$ cat config.mk
export PLATFORM = sky130hd
export DESIGN_NAME = rgb_to_hsv_pixel_unit
export DESIGN_NICKNAME = d
export VERILOG_FILES = /design/src/hdl/rhsv_pkg.sv /design/src/hdl/rhsv_prep.sv /design/src/hdl/rhsv_cell.sv /design/src/hdl/rgb_to_hsv_pixel_unit.sv
export SDC_FILE = /design/constraint.sdc
export NUM_CORES = 1
export LEC_CHECK = 0
export ABC_AREA = 0
export BUFFER_PORTS_ARGS = -buffer_cell sky130_fd_sc_hd__buf_2
export CELL_PAD_IN_SITES_DETAIL_PLACEMENT = 0
export CELL_PAD_IN_SITES_GLOBAL_PLACEMENT = 1
export CORE_ASPECT_RATIO = 0.8
export CORE_MARGIN = 2
export CORE_UTILIZATION = 53
export DETAILED_ROUTE_END_ITERATION = 8
export PLACE_DENSITY_LB_ADDON = 0.1
export SETUP_SLACK_MARGIN = 0.05
export SLEW_MARGIN = 25
export SYNTH_ARGS = -nofsm -noshare
export SYNTH_HDL_FRONTEND = slang
export SYNTH_SLANG_ARGS = --single-unit
export TNS_END_PERCENT = 10
$ cat constraint.sdc
create_clock -name clk -period 6.5 [get_ports clk]
set_input_delay 0.325 -clock clk [delete_from_list [all_inputs] [get_ports clk]]
set_output_delay 0.325 -clock clk [all_outputs]
set_load 0.02 [all_outputs]
$ cat src/hdl/rhsv_pkg.sv
package rhsv_pkg;

    // Pixel and result widths
    localparam int CHANNEL_BITS = 8;
    localparam int HUE_BITS     = 16;

    // Hue divisor 6*chroma needs three more bits than a channel
    localparam int HDIV_BITS = CHANNEL_BITS + 3;
    // Signed working width of the sector numerator
    localparam int HNUM_BITS = HDIV_BITS + 1;

    // One quotient bit per cell; the longer of the two quotients sets the chain length
    localparam int STEPS = (HUE_BITS > CHANNEL_BITS) ? HUE_BITS : CHANNEL_BITS;

    // Stream word widths, padded to whole bytes
    localparam int IN_BITS      = 3 * CHANNEL_BITS;
    localparam int IN_TDATA_W   = ((IN_BITS + 7) / 8) * 8;
    localparam int OUT_BITS     = HUE_BITS + 2 * CHANNEL_BITS;
    localparam int OUT_TDATA_W  = ((OUT_BITS + 7) / 8) * 8;

    typedef logic [CHANNEL_BITS-1:0] chan_t;
    typedef logic [HDIV_BITS-1:0]    hdiv_t;
    typedef logic [HUE_BITS-1:0]     hue_t;

    // Partial state of both dividers as it walks down the cell chain
    typedef struct packed {
        hdiv_t                 hue_rem;
        hdiv_t                 hue_div;
        hue_t                  hue_q;
        chan_t                 sat_rem;
        logic [CHANNEL_BITS:0] sat_div;
        chan_t                 sat_low;
        chan_t                 sat_q;
        chan_t                 value;
    } div_word_t;

endpackage

$ cat src/hdl/rhsv_prep.sv
module rhsv_prep
    import rhsv_pkg::*;
(
    input  logic                  clk,
    input  logic                  rst_n,
    input  logic                  up_valid,
    output logic                  up_ready,
    input  logic [IN_TDATA_W-1:0] up_data,
    output logic                  dn_valid,
    input  logic                  dn_ready,
    output div_word_t             dn_word
);

    chan_t                    red;
    chan_t                    green;
    chan_t                    blue;
    chan_t                    vmax;
    chan_t                    vmin;
    chan_t                    chroma;
    logic [HNUM_BITS-1:0]     c_ext;
    logic [HNUM_BITS-1:0]     six_c;
    logic [HNUM_BITS-1:0]     n_raw;
    logic [HNUM_BITS-1:0]     n_adj;
    logic [2*CHANNEL_BITS-1:0] sat_num;
    div_word_t                word_next;
    div_word_t                word_reg;
    logic                     valid_reg;

    assign red   = up_data[CHANNEL_BITS-1:0];
    assign green = up_data[2*CHANNEL_BITS-1:CHANNEL_BITS];
    assign blue  = up_data[3*CHANNEL_BITS-1:2*CHANNEL_BITS];

    // Max and min of the three channels
    always_comb
    begin
        vmax = (red > green) ? red : green;
        if (blue > vmax)
            vmax = blue;
        vmin = (red < green) ? red : green;
        if (blue < vmin)
            vmin = blue;
    end

    assign chroma = vmax - vmin;
    assign c_ext  = HNUM_BITS'(chroma);
    assign six_c  = (c_ext << 2) + (c_ext << 1);

    // Sector numerator, red wins ties over green, green over blue
    always_comb
    begin
        if (vmax == red)
            n_raw = HNUM_BITS'(green) - HNUM_BITS'(blue);
        else if (vmax == green)
            n_raw = (c_ext << 1) + HNUM_BITS'(blue) - HNUM_BITS'(red);
        else
            n_raw = (c_ext << 2) + HNUM_BITS'(red) - HNUM_BITS'(green);
        n_adj = n_raw[HNUM_BITS-1] ? (n_raw + six_c) : n_raw;
    end

    // CMAX * chroma as a shift and subtract
    assign sat_num = {chroma, {CHANNEL_BITS{1'b0}}} - (2*CHANNEL_BITS)'(chroma);

    // Seed both dividers; a zero divisor is replaced by all ones so the quotient stays zero
    always_comb
    begin
        word_next.hue_rem = n_adj[HDIV_BITS-1:0];
        word_next.hue_div = (chroma == '0) ? '1 : six_c[HDIV_BITS-1:0];
        word_next.hue_q   = '0;
        word_next.sat_rem = sat_num[2*CHANNEL_BITS-1:CHANNEL_BITS];
        word_next.sat_div = (vmax == '0) ? '1 : {1'b0, vmax};
        word_next.sat_low = sat_num[CHANNEL_BITS-1:0];
        word_next.sat_q   = '0;
        word_next.value   = vmax;
    end

    assign up_ready = !valid_reg || dn_ready;

    always_ff @(posedge clk or negedge rst_n)
    begin
        if (!rst_n)
            valid_reg <= 1'b0;
        else if (up_ready)
            valid_reg <= up_valid;
    end

    always_ff @(posedge clk)
    begin
        if (up_ready && up_valid)
            word_reg <= word_next;
    end

    assign dn_valid = valid_reg;
    assign dn_word  = word_reg;

endmodule

$ cat src/hdl/rhsv_cell.sv
module rhsv_cell
    import rhsv_pkg::*;
(
    input  logic      clk,
    input  logic      rst_n,
    input  logic      hue_en,
    input  logic      sat_en,
    input  logic      up_valid,
    output logic      up_ready,
    input  div_word_t up_word,
    output logic      dn_valid,
    input  logic      dn_ready,
    output div_word_t dn_word
);

    logic [HDIV_BITS:0]    hue_try;
    logic                  hue_ge;
    logic [CHANNEL_BITS:0] sat_try;
    logic                  sat_ge;
    div_word_t             word_next;
    div_word_t             word_reg;
    logic                  valid_reg;

    // One restoring step for each divider
    assign hue_try = {up_word.hue_rem, 1'b0};
    assign hue_ge  = hue_try >= {1'b0, up_word.hue_div};
    assign sat_try = {up_word.sat_rem, up_word.sat_low[CHANNEL_BITS-1]};
    assign sat_ge  = sat_try >= up_word.sat_div;

    always_comb
    begin
        word_next = up_word;
        if (hue_en)
        begin
            word_next.hue_rem = hue_ge ? HDIV_BITS'(hue_try - {1'b0, up_word.hue_div})
                                       : hue_try[HDIV_BITS-1:0];
            word_next.hue_q   = {up_word.hue_q[HUE_BITS-2:0], hue_ge};
        end
        if (sat_en)
        begin
            word_next.sat_rem = sat_ge ? CHANNEL_BITS'(sat_try - up_word.sat_div)
                                       : sat_try[CHANNEL_BITS-1:0];
            word_next.sat_low = {up_word.sat_low[CHANNEL_BITS-2:0], 1'b0};
            word_next.sat_q   = {up_word.sat_q[CHANNEL_BITS-2:0], sat_ge};
        end
    end

    // Stage holds its word until the next cell takes it; bubbles collapse
    assign up_ready = !valid_reg || dn_ready;

    always_ff @(posedge clk or negedge rst_n)
    begin
        if (!rst_n)
            valid_reg <= 1'b0;
        else if (up_ready)
            valid_reg <= up_valid;
    end

    always_ff @(posedge clk)
    begin
        if (up_ready && up_valid)
            word_reg <= word_next;
    end

    assign dn_valid = valid_reg;
    assign dn_word  = word_reg;

endmodule

$ cat src/hdl/rgb_to_hsv_pixel_unit.sv
// RGB to HSV converter. Takes one pixel per clock and returns one HSV word per
// pixel, in order, while the output is ready; throughput is then one word per
// cycle with no gaps. Pixels pass a max/min/chroma stage and then a chain of 16
// divider cells that each resolve one hue quotient bit and, in the first 8, one
// saturation quotient bit. Each pipeline stage only stalls when it holds a word
// the next stage cannot take, so empty slots fill even while the output waits.
// Hue is a fraction of a turn in units of 1/65536, saturation is
// floor(255*chroma/value), brightness is the largest channel; black gives
// saturation 0 and gray gives hue 0. Ties for the max go red, then green, then blue.
module rgb_to_hsv_pixel_unit
    import rhsv_pkg::*;
(
    input  logic                   clk,
    input  logic                   rst_n,
    input  logic                   s_axis_tvalid,
    output logic                   s_axis_tready,
    input  logic [IN_TDATA_W-1:0]  s_axis_tdata,   // red, green, blue
    output logic                   m_axis_tvalid,
    input  logic                   m_axis_tready,
    output logic [OUT_TDATA_W-1:0] m_axis_tdata    // hue, saturation, brightness
);

    div_word_t       word [STEPS+1];
    logic [STEPS:0]  valid;
    logic [STEPS:0]  ready;

    // Front stage: max, min, chroma and divider seeds
    rhsv_prep u_prep (
        .clk      (clk),
        .rst_n    (rst_n),
        .up_valid (s_axis_tvalid),
        .up_ready (s_axis_tready),
        .up_data  (s_axis_tdata),
        .dn_valid (valid[0]),
        .dn_ready (ready[0]),
        .dn_word  (word[0])
    );

    // Divider chain, one quotient bit per cell
    for (genvar k = 0; k < STEPS; k++)
    begin : g_cell
        rhsv_cell u_cell (
            .clk      (clk),
            .rst_n    (rst_n),
            .hue_en   (1'(k < HUE_BITS)),
            .sat_en   (1'(k < CHANNEL_BITS)),
            .up_valid (valid[k]),
            .up_ready (ready[k]),
            .up_word  (word[k]),
            .dn_valid (valid[k+1]),
            .dn_ready (ready[k+1]),
            .dn_word  (word[k+1])
        );
    end

    // Last cell register is the output register
    assign ready[STEPS]  = m_axis_tready;
    assign m_axis_tvalid = valid[STEPS];
    assign m_axis_tdata  = OUT_TDATA_W'({word[STEPS].value, word[STEPS].sat_q,
                                         word[STEPS].hue_q});

endmodule

==> reports/results.tsv, run 1 <==
stage	metric	value	unit
logic_synthesis	Post-Synth Simple-Gate Area	0.0828	
worst_setup_path	crit path max-delay cell type	fa_2	
logic_synthesis	ys async rst share	0.0186	
finish	final std cells w/o fill	4919	
finish	Final Instance Area	50700	um2
power_and_ir_drop	P per Cell Area	592	nW/um2
sta	Final min period	7.52	ns
floorplan	die area	84900	um2
clock_network	Clock Path Buffers	3	
finish	Layout Area Growth over Synthesis	15.9	%
global_route	largest net degree at the start of global routing	63	
worst_setup_path	nature of the critical path startpoint	primary input	
floorplan	initial core utilization	0.534	
logic_synthesis	Synth area leaders	edfxtp_1, ha_1, inv_1, o21ai_0, nand2_1	
global_route	first-pass GRT wire length	135000	um
logic_synthesis	Mapped Cells	3385	
placed_design	PortBufs	61	
global_route	GRT Overall Usage	0.199	
logic_synthesis	largest family of logic cells by synthesized area	adder cells	
job	max_cap viols	0	
drt	vias per cell	5.23	
logic_synthesis	Mapped Nets	3782	
drt	DR iter-0 viols	1478	
drt	wl on met1	39000	um
drt	routed wire length	84000	um
drt	first drt pass iteration count	5	
clock_network	Max H-tree Level	3	
logic_synthesis	Post-synth EDFFs	896	
run_status	failing checks	negative setup slack	
worst_setup_path	CP endpoint kind	flop	
logic_synthesis	synth unique cells	65	
global_route	vias in the first global route	25800	
sta	Hold Worst Slack	0.0476	ns
finish	fin util	0.619	
sta	max-slew violation count	0	
worst_setup_path	crit-path max cell delay	0.53	ns
logic_synthesis	number of synthesis warnings	0	
sta	Final period util	1.16	
drt	Top Layer Used	met5	
placed_design	placed cell area	47200	um2
sta	Rel. slew slack	0.422	
drt	met2 wire len	40800	um
floorplan	Die W	325	um
logic_synthesis	xor/xnor share of the synthesized area	0.0342	
logic_synthesis	post-synthesis sequential area ratio	0.624	
global_route	gr ovfl total	0	
sta	Final Setup Violations	10	
logic_synthesis	Post-Synth Adder-Cell Area	0.111	
floorplan	io pins	62	
logic_synthesis	share of the synthesized area in the top cell type	0.615	
worst_setup_path	Setup CP Type	primary input to flop	
run_status	status	finished, violations left	
logic_synthesis	flops & latches, synth	913	
clock_network	Reg clk slew, reported paths	0.06	ns
worst_setup_path	CP max FO	6	
floorplan	core footprint	82000	um2
clock_network	worst skew pair latency	0.65	ns
power_and_ir_drop	peak supply drop	1.34	mV
clock_network	TritonCTS clock tree	built	
floorplan	Die H	261	um
logic_synthesis	synthesized area per cell	12.9	um2
sta	post-route setup slack	-1.02	ns
placed_design	placed instance count	4727	
floorplan	# rows	94	
drt	Final ANT Viol Nets	0	
clock_network	Root Driver	clkbuf_16	
logic_synthesis	prevailing post-synth register cell	edfxtp_1	
sta	Worst-Margin Slew	0.867	ns
finish	layout cells sized above 1	0.152	
clock_network	Clock Sinks	913	
drt	met3 wire length	2580	um
hold_path	worst min-delay path class	primary input to flop	
placed_design	worst slack at placement	-1.86	ns
clock_network	cts bufs inserted	88	
finish	ANT cells	0	
logic_synthesis	Netlist Area Pre-Place	43800	um2
finish	fin nets	4140	
placed_design	routability cong.	0.935	
sta	skew final	0.0510	ns
logic_synthesis	dominant cell type by area after synthesis	edfxtp_1	
global_route	antenna violations before repair	1	
power_and_ir_drop	Lkg Pwr	21.1	nW
worst_setup_path	Worst Path Required	6.87	ns
sta	maximum clock rate	133	MHz
drt	DRC Markers	0	
drt	total number of vias	25700	
sta	RSZ-0062 raised after global routing	true	
logic_synthesis	multiplexer share of the synthesized area	0.00966	
drt	wire per inst	17.1	um
logic_synthesis	Synth Area in Compound Gates	0.0976	
worst_setup_path	CP Data Arrival Time	7.89	ns
sta	Final Hold Fails	0	
placed_design	hpwl dp	62200	um
cells in the mapped netlist (55+ instances only):
library cell	number
o21ai_0	218
edfxtp_1	896
nor2_1	213
nand2_1	251
inv_1	421
nor2b_1	68
o31ai_1	90
xor2_1	63
nand4_1	55
a21oi_1	129
nand2b_1	74
a21o_1	112
ha_1	339
xnor2_1	106
area by class of cell:
class	instances	area, um2
Fill cell	6282	31200
Clock buffer	108	2280
Sequential cell	913	27300
Inverter	422	1590
Multi-Input combinational cell	2001	15200
Clock inverter	54	637
Tap cell	1104	1380
Timing Repair Buffer	317	2290
placed cells by master (no fill, tap or decap), types with 17 or more instances in the layout:
| cell | n |
|---|---|
| o21ai_0 | 205 |
| nor2b_1 | 52 |
| xnor2_1 | 100 |
| inv_1 | 412 |
| fa_1 | 26 |
| o31ai_1 | 90 |
| dfrtp_1 | 17 |
| nand2_1 | 250 |
| and2_1 | 33 |
| clkbuf_16 | 88 |
| a21o_1 | 112 |
| clkbuf_1 | 20 |
| buf_4 | 246 |
| a21oi_2 | 20 |
| buf_2 | 61 |
| xor2_1 | 59 |
| a21boi_0 | 46 |
| nor2_1 | 211 |
| ha_1 | 326 |
| a21oi_1 | 108 |
| nand2b_1 | 74 |
| edfxtp_1 | 896 |
| clkinv_2 | 20 |
| nand4_1 | 55 |
flip-flops by register name, summed over array words and instances (netlist names):
signal	flops
u_prep.dn_word	55
g_cell.u_cell.dn_valid	16
u_prep.dn_valid	1
g_cell.u_cell.dn_word	841
critical path: cells and delay by family:
kind / cells / cell delay [ns]
AOI/OAI and AO/OA: 12 / 2.22
xor gates and xnor gates: 5 / 0.71
adders and majority gates: 8 / 2.33
buffers and inverters: 9 / 0.88
muxes: 4 / 0.86
and+or+nand+nor: 5 / 0.58
cell families (layout without fill, tap and decap cells):
kind of cell               count (synthesis)  in the layout
buffers and inverters                    471            901
AOI/OAI and AO/OA                        670            670
xor gates and xnor gates                 170            170
and+or+nand+nor                          755            755
adders and majority gates                369            369
muxes                                     37             37
DFF                                      913            913
worst paths after layout:
kind	startpoint	end	slack, ns	depth (start not counted)
worst min-delay path	m_axis_tready	g_cell[14].u_cell.dn_valid$_DFFE_PN0P_	0.05	4
min in group asynchronous	rst_n	g_cell[2].u_cell.dn_valid$_DFFE_PN0P_	0.13	2
max in group asynchronous	rst_n	g_cell[0].u_cell.dn_valid$_DFFE_PN0P_	6.04	2
worst max-delay path	s_axis_tdata[0]	u_prep.dn_word[78]$_DFFE_PP_	-1.02	43
worst min register to register	g_cell[5].u_cell.dn_word[13]$_DFFE_PP_	g_cell[6].u_cell.dn_word[14]$_DFFE_PP_	0.37	0
worst max register to register	g_cell[7].u_cell.dn_word[59]$_DFFE_PP_	g_cell[8].u_cell.dn_word[70]$_DFFE_PP_	2.65	15
per-stage QoR:
stage | TNS [ns] | power [W]
floorplan | -11.77 | 0.0195
global placement | -16.93 | 0.0238
detailed placement | -20.63 | 0.0243
CTS | -6.45 | 0.0298
global route | -11.42 | 0.0324
finish | -8.04 | 0.0300
power breakdown:
part | leakage [nW] | total (W) | internal, W | switching [W]
clock network | 1.42 | 0.00507 | 0.00289 | 0.00219
logic | 10.8 | 0.0151 | 0.00740 | 0.00772
registers | 8.93 | 0.00984 | 0.00908 | 0.000760
total | 21.1 | 0.0300 | 0.0194 | 0.0107
layer usage:
metal / GRT usage / vias to the layer above
li1: - / 12800
met1: 0.271 / 12400
met2: 0.343 / 382
met3: 0.0261 / 118
met4: 0.0490 / 2
met5: 0 / -
what timing repair did:
| action | in CTS | in global routing |
|---|---|---|
| gates cloned | 1 | 0 |
| pin swaps | 36 | 50 |
| resized for setup | 35 | 47 |
| endpoints found under the setup margin | 10 | 15 |
| setup buffers | 14 | 13 |
| hold buffers | 2 | 0 |
| hold endpoints to repair | 18 | 0 |
Note: power is estimated with default switching activity, not from simulation.
==> run 2, diff against run 1 <==
CORE_UTILIZATION = 45   (was 53)
==> run 2 against run 1 <==
- the run still ends with negative setup slack left
- largest cell class unchanged
- hold slack improved by 0.12 ns
- non-clock buffer count rose by 24
- core utilization fell by 8.6 points
- total power rose by 2.2%
- largest power group unchanged
- highest routed layer unchanged
- clock skew fell by 0.016 ns
- flip-flop and latch count did not move
- critical endpoint unchanged
- combinational power rose by 3%
- wire length rose by 3.4%
- register-to-register slack got worse by 0.18 ns
- cell count rose by 4.7%
- setup slack improved by 0.15 ns
==> reports/results.tsv, run 2 (synthesized netlist as in run 1, its figures left out) <==
stage	metric	value	unit
clock_network	Max H-tree Level	3	
floorplan	# rows	102	
sta	max-slew violation count	0	
drt	DRC Markers	0	
worst_setup_path	reg2reg setup slack	2.47	ns
hold_path	worst min-delay path class	primary input to async pin	
finish	fin nets	4167	
floorplan	die area	99800	um2
global_route	GRT Overall Usage	0.174	
drt	routed wire length	86800	um
run_status	failing checks	negative setup slack	
placed_design	routability cong.	0.910	
worst_setup_path	Setup CP Type	primary input to flop	
worst_setup_path	Crit path depth	42	
sta	Final Hold Fails	0	
sta	Rel. slew slack	0.442	
floorplan	initial core utilization	0.453	
clock_network	Reg clk slew, reported paths	0.06	ns
sta	post-route setup slack	-0.870	ns
power_and_ir_drop	Reg power frac	0.321	
finish	Layout Area Growth over Synthesis	17.5	%
sta	Final min period	7.37	ns
run_status	status	finished, violations left	
worst_setup_path	Buf/Inv on CP	8	
drt	Final ANT Viol Nets	0	
clock_network	worst skew pair latency	0.66	ns
worst_setup_path	crit path to	u_prep.dn_word[78]$_DFFE_PP_	
finish	Largest register FFs	841	
sta	Worst-Margin Slew	0.837	ns
finish	ANT cells	0	
global_route	largest net degree at the start of global routing	63	
floorplan	core footprint	96600	um2
global_route	gr ovfl total	0	
worst_setup_path	Crit path max-delay family	adder cells	
worst_setup_path	nature of the critical path startpoint	primary input	
worst_setup_path	RR Startpoint	g_cell[15].u_cell.dn_valid$_DFFE_PN0P_	
worst_setup_path	Worst Path Required	6.89	ns
worst_setup_path	CP max FO	4	
power_and_ir_drop	Sw Ratio	0.357	
worst_setup_path	Worst R2R End	u_prep.dn_word[29]$_SDFFCE_PP1P_	
sta	Hold Worst Slack	0.170	ns
clock_network	Root Driver	clkbuf_16	
sta	Final period util	1.13	
power_and_ir_drop	Comb pwr share	0.506	
placed_design	hpwl dp	64600	um
job	max_cap viols	0	
sta	maximum clock rate	136	MHz
clock_network	cts bufs inserted	91	
power_and_ir_drop	Psw	0.0110	W
floorplan	Die W	353	um
drt	first drt pass iteration count	5	
worst_setup_path	CP endpoint kind	flop	
finish	most frequent cells in the layout	edfxtp_1, inv_1, ha_1	
power_and_ir_drop	Pwr Total	0.0307	W
sta	RSZ-0062 raised after global routing	true	
drt	wire per inst	16.9	um
power_and_ir_drop	P per Cell Area	597	nW/um2
clock_network	Clock Path Buffers	3	
placed_design	placed cell area	47500	um2
worst_setup_path	crit-path max cell delay	0.52	ns
power_and_ir_drop	cell internal pwr	0.0197	W
global_route	first-pass GRT wire length	139000	um
sta	setup tns final	-6.90	ns
power_and_ir_drop	clock network power share	0.173	
finish	layout cells sized above 1	0.158	
drt	total number of vias	25700	
global_route	antenna violations before repair	1	
finish	commonest non-fill, non-tap cell in the layout	edfxtp_1	
power_and_ir_drop	Lkg Pwr	21.3	nW
sta	Final Setup Violations	17	
clock_network	TritonCTS clock tree	built	
worst_setup_path	crit path max-delay cell type	fa_1	
clock_network	Clock Sinks	913	
sta	skew final	0.0348	ns
worst_setup_path	CP startpoint	s_axis_tdata[0]	
floorplan	io pins	62	
placed_design	PortBufs	61	
worst_setup_path	most frequent CP cell	inv_2	
worst_setup_path	reg2reg path depth	11	
drt	DR iter-0 viols	1506	
floorplan	Die H	283	um
drt	vias per cell	5.00	
global_route	vias in the first global route	26100	
power_and_ir_drop	peak supply drop	0.941	mV
worst_setup_path	CP Data Arrival Time	7.76	ns
finish	Final Instance Area	51400	um2
==> run 2: worst register-to-register path, stage by stage (launching register included) <==
cell	delay, ns
dfrtp_1	0.33
nor2b_1	0.35
nand3_1	0.18
nor2_1	0.48
nand3_1	0.20
nor2_1	0.28
and3_1	0.28
and3_1	0.51
nand3_1	0.18
nor2_1	0.36
nor2b_4	0.06
buf_4	0.34
==> run 2: power by group through the flow <==
| stage | registers [W] | logic (W) | clock network, W |
|---|---|---|---|
| floorplan | 0.00972 | 0.00983 | 0 |
| global placement | 0.00996 | 0.0142 | 0 |
| detailed placement | 0.0100 | 0.0144 | 0 |
| CTS | 0.00990 | 0.0151 | 0.00547 |
| global route | 0.0101 | 0.0174 | 0.00569 |
| finish | 0.00986 | 0.0155 | 0.00530 |
==> run 2: worst min path at each step <==
stage / to
floorplan: g_cell[0].u_cell.dn_valid$_DFFE_PN0P_
global placement: g_cell[2].u_cell.dn_valid$_DFFE_PN0P_
detailed placement: g_cell[2].u_cell.dn_valid$_DFFE_PN0P_
CTS: g_cell[5].u_cell.dn_valid$_DFFE_PN0P_
global route: g_cell[11].u_cell.dn_valid$_DFFE_PN0P_
finish: g_cell[6].u_cell.dn_valid$_DFFE_PN0P_
==> run 2: metrics by stage <==
stage | std cells | util | setup WS [ns]
floorplan | 3385 | - | -1.32
finish | 5148 | 0.533 | -0.870
CTS | 5143 | 0.529 | -0.758
global route | 5148 | 0.533 | -1.22
global placement | 4931 | 0.492 | -1.59
detailed placement | 4932 | 0.492 | -1.81
==> run 2: per-layer routing <==
metal | global-route usage | vias to the layer above | wire length (um)
li1 | - | 12900 | -
met2 | 0.281 | 356 | 40100
met4 | 0.0462 | 2 | 2260
met1 | 0.244 | 12400 | 41600
met5 | 0 | - | 13
met3 | 0.0303 | 139 | 2920
==> run 2: what timing repair did <==
item / CTS / global route
setup endpoints to repair: 10 / 29
buffers inserted: 36 / 5
pin swaps: 44 / 37
hold buffers: 3 / 0
resized for setup: 45 / 60
endpoints found under the hold margin: 20 / 0
cloned: 1 / 0
==> run 2: final cells by class <==
cell class / count / area (um2)
clock inverter: 58 / 663
timing repair buffer: 341 / 2500
clock buffer: 113 / 2420
sequential: 913 / 27300
tap: 1300 / 1630
multi-input combinational: 2001 / 15300
inverter: 422 / 1590
fill: 8190 / 45200
